===== src/rtl/oid_pkg.sv =====
`timescale 1ns / 1ps

package oid_pkg;

  localparam int unsigned Depth = 16;
  localparam int unsigned CntW  = $clog2(Depth + 1);
  localparam int unsigned IdxW  = $clog2(Depth);
  localparam int unsigned DataW = 32;
  localparam int unsigned CountW = 5;

  typedef enum logic [1:0] {
    OP_APPEND   = 2'd0,
    OP_INSERT   = 2'd1,
    OP_POP_HEAD = 2'd2,
    OP_POP_TAIL = 2'd3
  } oid_op_e;

  typedef enum logic [1:0] {
    ST_DONE  = 2'd0,
    ST_EMPTY = 2'd1,
    ST_FULL  = 2'd2
  } oid_status_e;

  // Broadcast from the controller to every cell in the chain
  typedef struct packed {
    logic                    en;
    oid_op_e                 op;
    logic signed [DataW-1:0] value;
  } oid_cell_ctrl_t;

endpackage


===== src/rtl/oid_if.sv =====
`timescale 1ns / 1ps

interface oid_req_if;
  logic                                 valid;
  logic                                 ready;
  logic [1:0]                           func;
  logic signed [oid_pkg::DataW-1:0]     value;

  modport source (output valid, output func, output value, input ready);
  modport sink   (input valid, input func, input value, output ready);
endinterface

interface oid_rsp_if;
  logic                                 valid;
  logic                                 ready;
  logic signed [oid_pkg::DataW-1:0]     value_res;
  logic [1:0]                           status;
  logic [oid_pkg::CountW-1:0]           count;

  modport source (output valid, output value_res, output status, output count, input ready);
  modport sink   (input valid, input value_res, input status, input count, output ready);
endinterface


===== src/rtl/ordered_insert_deque_top.sv =====
`timescale 1ns / 1ps
// A result is registered and presented in the cycle after its request transfer.
// Throughput: one request per cycle unless the held response is stalled; every
// cell compares and shifts in parallel, the insert position ripples once along
// the cell chain in that cycle. Reset: asynchronous active-low reset empties
// the store and clears the output valid; entry contents are not reset.

module ordered_insert_deque_top (
  input  logic        clk_i,
  input  logic        rst_ni,
  oid_req_if.sink     req_i,
  oid_rsp_if.source   rsp_o
);

  logic [oid_pkg::CntW-1:0]          occ_q, occ_d;
  logic                              rsp_valid_q;
  logic signed [oid_pkg::DataW-1:0]  res_q, res_d;
  oid_pkg::oid_status_e              status_q, status_d;

  logic                              accept;
  logic                              full, empty;
  oid_pkg::oid_op_e                  op;
  oid_pkg::oid_cell_ctrl_t           ctrl;

  logic signed [oid_pkg::DataW-1:0]  cell_data [oid_pkg::Depth];
  logic signed [oid_pkg::DataW-1:0]  left_in   [oid_pkg::Depth];
  logic signed [oid_pkg::DataW-1:0]  right_in  [oid_pkg::Depth];
  logic [oid_pkg::Depth:0]           found;
  logic [oid_pkg::IdxW-1:0]          tail_idx;

  assign req_i.ready = !rsp_valid_q || rsp_o.ready;
  assign accept      = req_i.valid && req_i.ready;
  assign op          = oid_pkg::oid_op_e'(req_i.func);
  assign full        = (occ_q == oid_pkg::CntW'(oid_pkg::Depth));
  assign empty       = (occ_q == '0);
  assign tail_idx    = oid_pkg::IdxW'(occ_q - oid_pkg::CntW'(1));

  always_comb begin
    occ_d    = occ_q;
    res_d    = '0;
    status_d = oid_pkg::ST_DONE;
    ctrl.op    = op;
    ctrl.value = req_i.value;
    ctrl.en    = 1'b0;
    case (op)
      oid_pkg::OP_APPEND, oid_pkg::OP_INSERT: begin
        if (full) begin
          status_d = oid_pkg::ST_FULL;
        end else begin
          ctrl.en = accept;
          occ_d   = occ_q + oid_pkg::CntW'(1);
        end
      end
      oid_pkg::OP_POP_HEAD: begin
        if (empty) begin
          status_d = oid_pkg::ST_EMPTY;
        end else begin
          ctrl.en = accept;
          res_d   = cell_data[0];
          occ_d   = occ_q - oid_pkg::CntW'(1);
        end
      end
      default: begin
        if (empty) begin
          status_d = oid_pkg::ST_EMPTY;
        end else begin
          res_d = cell_data[tail_idx];
          occ_d = occ_q - oid_pkg::CntW'(1);
        end
      end
    endcase
  end

  // Neighbor links; the chain ends take don't-care data
  always_comb begin
    for (int i = 0; i < oid_pkg::Depth; i++) begin
      left_in[i]  = (i == 0) ? req_i.value : cell_data[(i == 0) ? 0 : i - 1];
      right_in[i] = (i == oid_pkg::Depth - 1) ? req_i.value :
                    cell_data[(i == oid_pkg::Depth - 1) ? i : i + 1];
    end
  end

  assign found[0] = 1'b0;

  for (genvar g = 0; g < oid_pkg::Depth; g++) begin : g_cell
    oid_cell u_cell (
      .clk_i   (clk_i),
      .ctrl_i  (ctrl),
      .valid_i (oid_pkg::CntW'(g) < occ_q),
      .left_i  (left_in[g]),
      .right_i (right_in[g]),
      .found_i (found[g]),
      .found_o (found[g+1]),
      .data_o  (cell_data[g])
    );
  end

  always_ff @(posedge clk_i or negedge rst_ni) begin
    if (!rst_ni) begin
      occ_q       <= '0;
      rsp_valid_q <= 1'b0;
    end else begin
      if (accept) begin
        occ_q       <= occ_d;
        rsp_valid_q <= 1'b1;
      end else if (rsp_o.ready) begin
        rsp_valid_q <= 1'b0;
      end
    end
  end

  always_ff @(posedge clk_i) begin
    if (accept) begin
      res_q    <= res_d;
      status_q <= status_d;
    end
  end

  assign rsp_o.valid     = rsp_valid_q;
  assign rsp_o.value_res = res_q;
  assign rsp_o.status    = status_q;
  assign rsp_o.count     = oid_pkg::CountW'(occ_q);

  // Occupancy never goes past the store size
  a_occ_bound: assert property (@(posedge clk_i) disable iff (!rst_ni)
    occ_q <= oid_pkg::CntW'(oid_pkg::Depth))
    else $error("occupancy above depth");

  // A pop on an empty store reports empty with a zero value
  a_pop_empty: assert property (@(posedge clk_i) disable iff (!rst_ni)
    (accept && empty && (op == oid_pkg::OP_POP_HEAD || op == oid_pkg::OP_POP_TAIL))
    |=> (rsp_o.status == oid_pkg::ST_EMPTY) && (rsp_o.value_res == '0) && (occ_q == '0))
    else $error("pop on empty store misreported");

  // An insert that is not refused grows the store by one
  a_insert_grow: assert property (@(posedge clk_i) disable iff (!rst_ni)
    (accept && !full && (op == oid_pkg::OP_APPEND || op == oid_pkg::OP_INSERT))
    |=> occ_q == $past(occ_q) + oid_pkg::CntW'(1))
    else $error("insert did not grow occupancy");

  // A refused insert leaves the count unchanged
  a_full_hold: assert property (@(posedge clk_i) disable iff (!rst_ni)
    (accept && full && (op == oid_pkg::OP_APPEND || op == oid_pkg::OP_INSERT))
    |=> (occ_q == $past(occ_q)) && (rsp_o.status == oid_pkg::ST_FULL))
    else $error("full store changed on insert");

endmodule


===== src/rtl/oid_cell.sv =====
`timescale 1ns / 1ps

module oid_cell (
  input  logic                                clk_i,
  input  oid_pkg::oid_cell_ctrl_t             ctrl_i,
  input  logic                                valid_i,
  input  logic signed [oid_pkg::DataW-1:0]    left_i,
  input  logic signed [oid_pkg::DataW-1:0]    right_i,
  input  logic                                found_i,
  output logic                                found_o,
  output logic signed [oid_pkg::DataW-1:0]    data_o
);

  logic signed [oid_pkg::DataW-1:0] data_q, data_d;
  logic                             pass;

  // pass: the new value belongs somewhere after this entry
  assign pass    = valid_i &&
                   ((ctrl_i.op == oid_pkg::OP_APPEND) || (ctrl_i.value < data_q));
  assign found_o = found_i | ~pass;
  assign data_o  = data_q;

  always_comb begin
    data_d = data_q;
    case (ctrl_i.op)
      oid_pkg::OP_APPEND, oid_pkg::OP_INSERT: begin
        if (found_i) begin
          data_d = left_i;
        end else if (!pass) begin
          data_d = ctrl_i.value;
        end
      end
      oid_pkg::OP_POP_HEAD: begin
        data_d = right_i;
      end
      default: begin
        data_d = data_q;
      end
    endcase
  end

  always_ff @(posedge clk_i) begin
    if (ctrl_i.en) begin
      data_q <= data_d;
    end
  end

endmodule

===== src/flat_wrapper.sv =====
// flat-port wrapper written by rule: the top's interface ports become plain ports
module ordered_insert_deque_top_flat 
  (clk_i, rst_ni, req_i_valid, req_i_func, req_i_value, req_i_ready, rsp_o_valid, rsp_o_value_res, rsp_o_status, rsp_o_count, rsp_o_ready);
  oid_req_if req_i_i ();
  oid_rsp_if rsp_o_i ();
  input  logic clk_i;
  input  logic rst_ni;
  input wire logic [$bits(req_i_i.valid)-1:0] req_i_valid;
  input wire logic [$bits(req_i_i.func)-1:0] req_i_func;
  input wire logic [$bits(req_i_i.value)-1:0] req_i_value;
  output wire logic [$bits(req_i_i.ready)-1:0] req_i_ready;
  output wire logic [$bits(rsp_o_i.valid)-1:0] rsp_o_valid;
  output wire logic [$bits(rsp_o_i.value_res)-1:0] rsp_o_value_res;
  output wire logic [$bits(rsp_o_i.status)-1:0] rsp_o_status;
  output wire logic [$bits(rsp_o_i.count)-1:0] rsp_o_count;
  input wire logic [$bits(rsp_o_i.ready)-1:0] rsp_o_ready;
  assign req_i_i.valid = req_i_valid;
  assign req_i_i.func = req_i_func;
  assign req_i_i.value = req_i_value;
  assign req_i_ready = req_i_i.ready;
  assign rsp_o_valid = rsp_o_i.valid;
  assign rsp_o_value_res = rsp_o_i.value_res;
  assign rsp_o_status = rsp_o_i.status;
  assign rsp_o_count = rsp_o_i.count;
  assign rsp_o_i.ready = rsp_o_ready;
  ordered_insert_deque_top u_core (.clk_i(clk_i), .rst_ni(rst_ni), .req_i(req_i_i), .rsp_o(rsp_o_i));
endmodule

===== config.mk =====
export PLATFORM = sky130hd
export DESIGN_NAME = ordered_insert_deque_top_flat
export DESIGN_NICKNAME = d
export VERILOG_FILES = /design/src/rtl/oid_pkg.sv /design/src/rtl/oid_if.sv /design/src/rtl/ordered_insert_deque_top.sv /design/src/rtl/oid_cell.sv /design/src/flat_wrapper.sv
export SDC_FILE = /design/constraint.sdc
export NUM_CORES = 2
export LEC_CHECK = 0
export BUFFER_PORTS_ARGS = -buffer_cell sky130_fd_sc_hd__buf_2
export CAP_MARGIN = 0
export CELL_PAD_IN_SITES_DETAIL_PLACEMENT = 1
export CELL_PAD_IN_SITES_GLOBAL_PLACEMENT = 1
export CORE_MARGIN = 2
export CORE_UTILIZATION = 55
export DETAILED_ROUTE_END_ITERATION = 10
export HOLD_SLACK_MARGIN = 0.06
export PLACE_DENSITY_LB_ADDON = 0.1
export SLEW_MARGIN = 20
export SYNTH_ARGS = -nofsm -noshare
export SYNTH_HDL_FRONTEND = slang
export SYNTH_SLANG_ARGS = --single-unit

===== constraint.sdc =====
create_clock -name clk_i -period 9.14 [get_ports clk_i]
set_clock_uncertainty 0.05 [all_clocks]
set_input_delay 0.457 -clock clk_i [delete_from_list [all_inputs] [get_ports clk_i]]
set_output_delay 0.457 -clock clk_i [all_outputs]
set_load 0.1 [all_outputs]

== Yosys cells after proc, flatten, opt, wreduce, memory -nomap -nowiden ==
Cells that the tools add are included.
W data, S select, Z words.
Operators by class
  add/sub/neg operators: 2
  $lt $le $gt $ge: 33
  equality and inequality tests: 21
  multiplexer cells: 64
  bitwise logic cells: 30
  reduce and logical (&&, ||, !) cells: 57
Operator list (number)
  $mux W32: 35
  $pmux W32 S2: 17
  $lt A32 B32 Y1: 16
  $bmux W32 S4: 1
  $reduce_and A3 Y1: 17
  $ne A3 B3 Y1 const B: 15
  $lt A4 B5 Y1 const A: 8
  $lt A3 B5 Y1 const A: 4
  $logic_and A1 B1 Y1: 17
  $logic_or A1 B1 Y1: 17
  $mux W5: 3
  $not A1 Y1: 15
  $or A1 B1 Y1: 14
  $lt A1 B5 Y1 const A: 2
  $lt A2 B5 Y1 const A: 2
  $ne A2 B2 Y1 const B: 3
  $add A5 B1 Y5 const B: 1
  $eq A5 B5 Y1 const B: 1
  $ge A5 B5 Y1 const B: 1
  $logic_not A5 Y1: 1
  $mux W1: 5
  $not A4 Y5: 1
  $sub A5 B1 Y5 const B: 1
  $mux W2: 2
  7 further kinds: 8
Storage, ports and cells
  register bits after elaboration: 552
  input port bits: 38
  output and inout bits: 41
  logic and storage cells: 227

== Logic depth before layout (Yosys ltp) ==
  depth after elaboration: 20
  depth in mapped cells: 16
  gate-level depth less buffers: 12

== By module ==
Synthesis repeated with hierarchy kept, for this count alone.
Unflattened totals
  cells, all modules: 4651
  area total of the unflattened synthesis: 45467.4 sq um
Modules (own cells, without submodules)
  oid_cell: instances 16, cells each 263, area an instance 2473.6 sq um, seq. area each 960.9 sq um
  ordered_insert_deque_top: instances 1, cells each 443, area an instance 5889.4 sq um, seq. area each 1171.1 sq um

== Worst setup path before layout ==
No wires, ideal clock.
  kind: reg2reg
  start: register u_core.rsp_valid_q, in the netlist u_core.rsp_o.valid
  end: register u_core.g_cell[4].u_cell.data_q, in the netlist u_core.g_cell[4].u_cell.data_o[0] (enable)
  library setup time: 0.441 ns
  arrival: 4.918 ns
  required time: 8.649 ns
  setup slack: 3.732 ns
  stages on the path, launching flop included: 6
  buffers on the path: 1
  period minus slack after synthesis: 5.408 ns
  path through: dfrtp_1 > nand2b_1 > and2_1 > nand3_1 > clkbuf_1 > a31oi_1
Between the ends
  cells in the longest elaborated chain, start to end: 6
  elaborated cells between the ends (all ways): 7
  classes of those cells: 3 x mux; 4 x reduce/logical
RTL lines
  from (decl): line ordered_insert_deque_top.sv:16  | logic rsp_valid_q;
  from (signal assigned): line ordered_insert_deque_top.sv:101  | rsp_valid_q <= 1'b0;
  from (signal assigned): line ordered_insert_deque_top.sv:105  | rsp_valid_q <= 1'b1;
  from (signal assigned): line ordered_insert_deque_top.sv:107  | rsp_valid_q <= 1'b0;
  $logic_not A1 Y1 *: line ordered_insert_deque_top.sv:31  | assign req_i.ready = !rsp_valid_q || rsp_o.ready;
  $logic_or A1 B1 Y1 *: line ordered_insert_deque_top.sv:31
  named net req_i_ready: line flat_wrapper.sv:11  | output wire logic [$bits(req_i_i.ready)-1:0] req_i_ready;
  $logic_and A1 B1 Y1 *: line ordered_insert_deque_top.sv:32  | assign accept = req_i.valid && req_i.ready;
  named net u_core.accept: line ordered_insert_deque_top.sv:20  | logic accept;
  $mux W1 (on tied branches): line ordered_insert_deque_top.sv:55, ordered_insert_deque_top.sv:47
  $pmux W1 S2 *: line ordered_insert_deque_top.sv:45  | case (op)
  $reduce_and A3 Y1 (no line) *
  to (signal assigned): line oid_cell.sv:44  | data_q <= data_d;
  to (decl): line oid_cell.sv:14  | logic signed [oid_pkg::DataW-1:0] data_q, data_d;
Mark *: on every way through the listed nets, which the timed path passes. The rest lies on a longest branch.
A chain may end at the register's enable or synchronous reset.

== Worst setup path in the final report ==
  start: register u_core.g_cell[3].u_cell.data_q, in the netlist u_core.g_cell[3].u_cell.data_o[14]
  end: register u_core.g_cell[11].u_cell.data_q, in the netlist u_core.g_cell[11].u_cell.data_o[11] (enable)
Between the ends
  cells in the longest elaborated chain, start to end: 14
RTL lines
  from (decl): line oid_cell.sv:14
  from (signal assigned): line oid_cell.sv:44
  $lt A32 B32 Y1: line oid_cell.sv:19  | ((ctrl_i.op == oid_pkg::OP_APPEND) || (ctrl_i.value < data_q));
  $logic_or A1 B1 Y1: line oid_cell.sv:19
  $logic_and A1 B1 Y1: line oid_cell.sv:18  | assign pass = valid_i &&
  $not A1 Y1: line oid_cell.sv:20  | assign found_o = found_i | ~pass;
  $or A1 B1 Y1 (8 in series): line oid_cell.sv:20
  $ne A3 B3 Y1 (no line)
  $reduce_and A3 Y1 (no line)
  to (signal assigned): line oid_cell.sv:44
  to (decl): line oid_cell.sv:14
Every way passes these cells.

==> run_results.csv <==
group,metric,value,unit
outcome,outcome,"completed",
detailed_routing,top_layer,"met4",
logic_synthesis,syn_inst,4613,
cts,cts_resized,0,
final_layout,synthToLayoutAreaGrowth,8.072,%
cts,h-tree-depth,3,
detailed_routing,wl_met1,64880,um
worst_setup_path,crit_required,9.47,ns
logic_synthesis,muxShareOfSynthArea,8.148,%
final_layout,nets,5033,
worst_setup_path,cp.arrival,6.52,ns
min_path,min_path_type,"in2async",
grt,gr-usage-all-layers,40.81,%
worst_setup_path,cp_max_fo,35,
detailed_routing,finalWirelength,170600,um
logic_synthesis,ys.flop_type,"edfxtp_1",
grt,grt_overflow,0,
logic_synthesis,synth_nets,5151,
final_layout,final_layout_size_suffix_gt1_share,10.17,%
timing,setup_ws,2.944,ns
cts,cts_sinks,552,
placement,hpwl,115700,um
pwr,p_leak,19.60,nW
logic_synthesis,yosysSeqAreaShare,37.42,%
detailed_routing,drc,0,
logic_synthesis,synth_cell_type_count,76,
logic_synthesis,async_flop_share,1.087,%
grt,grt_pass1_wl,257300,um
detailed_routing,dr.first_iter.drc_count,4389,
worst_setup_path,r2r-start,"u_core.g_cell[3].u_cell.data_o[14]",
worst_setup_path,crit_start,"u_core.g_cell[3].u_cell.data_o[14]",
grt,grt_pass1_vias,41550,
run,maxCapViolCount,0,
floorplanning,initial_core_util,55.80,%
cts,numCtsBuffers,70,
floorplanning,core.rowCount,103,
timing,fmax,0.1614,GHz
floorplanning,chipHeight,287.6,um
detailed_routing,first_pass_iters,6,
pwr,peakVddDrop,0.3535,mV
final_layout,fillCellCount,8851,
placement,gp_congestion,0.9158,
cts,root_buffer,"clkbuf_16",
floorplanning,dieArea,0.08269,mm^2
logic_synthesis,synth_top_family_by_area,"compound AO/OA/AOI/OAI gates",
timing,tns,0,ns
pwr,powerDensity,255.7,mW/mm^2
detailed_routing,wl_per_cell,30.43,um
logic_synthesis,synth_compound_area_share,21.37,%
floorplanning,ios,79,
detailed_routing,ant_nets,0,
logic_synthesis,synth_edf_count,546,
pwr,fin_total_pwr,12.22,mW
timing,worst_slew_pin_slew,1.222,ns
floorplanning,dieWidth,287.6,um
logic_synthesis,synth-simple-area-share,11.17,%
grt,grt_max_degree,212,
detailed_routing,num_vias,40460,
cts,clkTransAtPathRegs,0.06,ns
timing,fin_crit_sh,67.79,%
floorplanning,core_area,0.07926,mm^2
detailed_routing,met3_length,13140,um
cts,cts_tree,"yes",
cts,clk_latency,0.65,ns
logic_synthesis,synthAdderAreaFrac,14.15,%
timing,setup_viol,0,
logic_synthesis,synth_area_per_cell,9.586,um^2
cts,cts_buffer_depth,3,
logic_synthesis,synth_seq_cells,552,
timing,rsz0062_at_grt,"false",
final_layout,utilization,60.30,%
logic_synthesis,syn_area,0.04422,mm^2
final_layout,fin_cells,5604,
grt,antenna_found_initial,0,
timing,drv_slew,0,
worst_setup_path,startpoint_type,"flip-flop",
timing,hold_viol,0,
placement,placed_cells,5467,
timing,slew_headroom,18.52,%
placement,pre_cts_slack,2.569,ns
timing,period_minus_slack,6.196,ns
placement,portBuffers,78,
logic_synthesis,synth_xor_area_share,0.2179,%
logic_synthesis,synth_warnings,0,
worst_setup_path,cp-end-kind,"flip-flop",
worst_setup_path,path_class,"reg2reg",
cts,cts_setup_buffers,0,
detailed_routing,viasPerCell,7.219,
detailed_routing,wl_met2,80760,um
cells in the final DEF, fill, tap and decap left out, types with 9 or more instances in the layout:
cell type and instances:
edfxtp_1 546, inv_1 515, ha_1 499, nand2_1 415, o21ai_0 384, nor2_1 229, a21oi_1 218, a31oi_1 204
nand3_1 161, mux4_2 128, a211oi_1 124, a221o_1 98, a22oi_1 95, buf_2 78, clkbuf_16 73, buf_4 69
o221ai_1 68, nand4_1 67, a21o_1 58, o211ai_1 45, and2_1 40, mux2i_1 36, a32o_1 34, nand3b_1 33
mux2_2 32, nand2b_1 24, clkinv_1 21, nor3_1 19, clkinv_2 15, clkbuf_1 14, nor2b_1 13, and4_1 13
o21a_1 13, a221oi_1 13, nor4_1 9, and3_1 9
state kept, by name, summed over array words and instances (netlist names):
register / flops
u_core.g_cell.u_cell.data_o: 512
u_core.rsp_o.count: 5
u_core.rsp_o.status: 2
u_core.rsp_o.valid: 1
u_core.rsp_o.value_res: 32
cells in the mapped netlist (all sizes together), types with 36 or more instances:
master	instances	area (um^2)
a21oi	226	1131
a31oi	209	1308
inv	515	1933
mux2i	36	360.4
clkbuf	276	1036
nand3	162	810.8
a22oi	95	713.2
and2	41	256.5
nor2	236	890.9
edfxtp	546	16400
mux4	128	2883
nand2	417	1568
a221o	98	980.9
nand4	67	419.2
o211ai	45	337.8
buf	73	361.6
o21ai	384	1922
o221ai	68	595.6
a211oi	125	943.4
a21o	58	435.4
ha	500	6256
path summary, 6_finish.rpt:
path | end | slack, ns | cells past startpoint
worst min register to register | u_core.g_cell[14].u_cell.data_o[6] | 0.54 | 1
worst max-delay path | u_core.g_cell[11].u_cell.data_o[11] | 2.94 | 14
worst min-delay path | u_core.rsp_o.valid | 0.12 | 2
min in group clk_i | u_core.g_cell[12].u_cell.data_o[16] | 0.34 | 3
max in group asynchronous | u_core.rsp_o.count[0] | 8.75 | 2
worst max register to register | u_core.g_cell[11].u_cell.data_o[11] | 2.94 | 14
per-layer routing:
metal,global-route usage [%],vias up
met3,5.967,564
met2,66.87,2255
li1,-,17250
met4,25.08,0
met5,0,-
met1,50.99,20390
timing repair:
action / in CTS / in global routing
setup endpoints to repair: 0 / 0
endpoints found under the hold margin: 7 / 0
hold buffers: 3 / 0
kinds of logic (layout without fill, tap and decap cells):
group,Yosys count,after routing
simple gates,1066,1066
xor+xnor,11,11
flops,552,552
fa+ha+maj,500,500
buf+inv,864,804
compound gates,1424,1424
mux,196,196
other cells,0,1
area by class of cell:
class,count,area [um^2],area share (%)
diodes,1,2.502,0.005236
multi-input cells,3197,24690,51.65
inverters,515,1933,4.045
flip-flops and latches,552,16550,34.63
clock buffers,87,1879,3.932
clock inverters,43,279.0,0.5838
well taps,1050,1314,2.749
repair buffers,159,1149,2.403
critical path: stages (launching register included):
cell	delay, ns
edfxtp_1	0.47
inv_1	0.11
ha_1	0.35
nand4_1	0.15
nor3_1	0.32
or4b_1	0.57
a31oi_1	0.46
or4_1	0.21
nand2_1	0.10
a2111oi_2	0.56
o211ai_1	0.51
buf_4	0.38
nor2_4	0.89
a31oi_4	0.46
buf_16	0.30
power breakdown:
part           switching [mW]  leakage, nW  internal, mW
Clock                    1.20         1.07          1.54
Combinational            3.91         13.3          1.95
Sequential              0.360         5.20          3.26
through the flow:
stage	hold slack (ns)	area, um^2
final	0.1235	47790
after floorplan	0.1114	44220
after global placement	0.2383	45470
after CTS	0.09038	47690
after detailed placement	0.2368	45500
after global routing	0.1370	47790
Power figures use the tool's default switching activity.
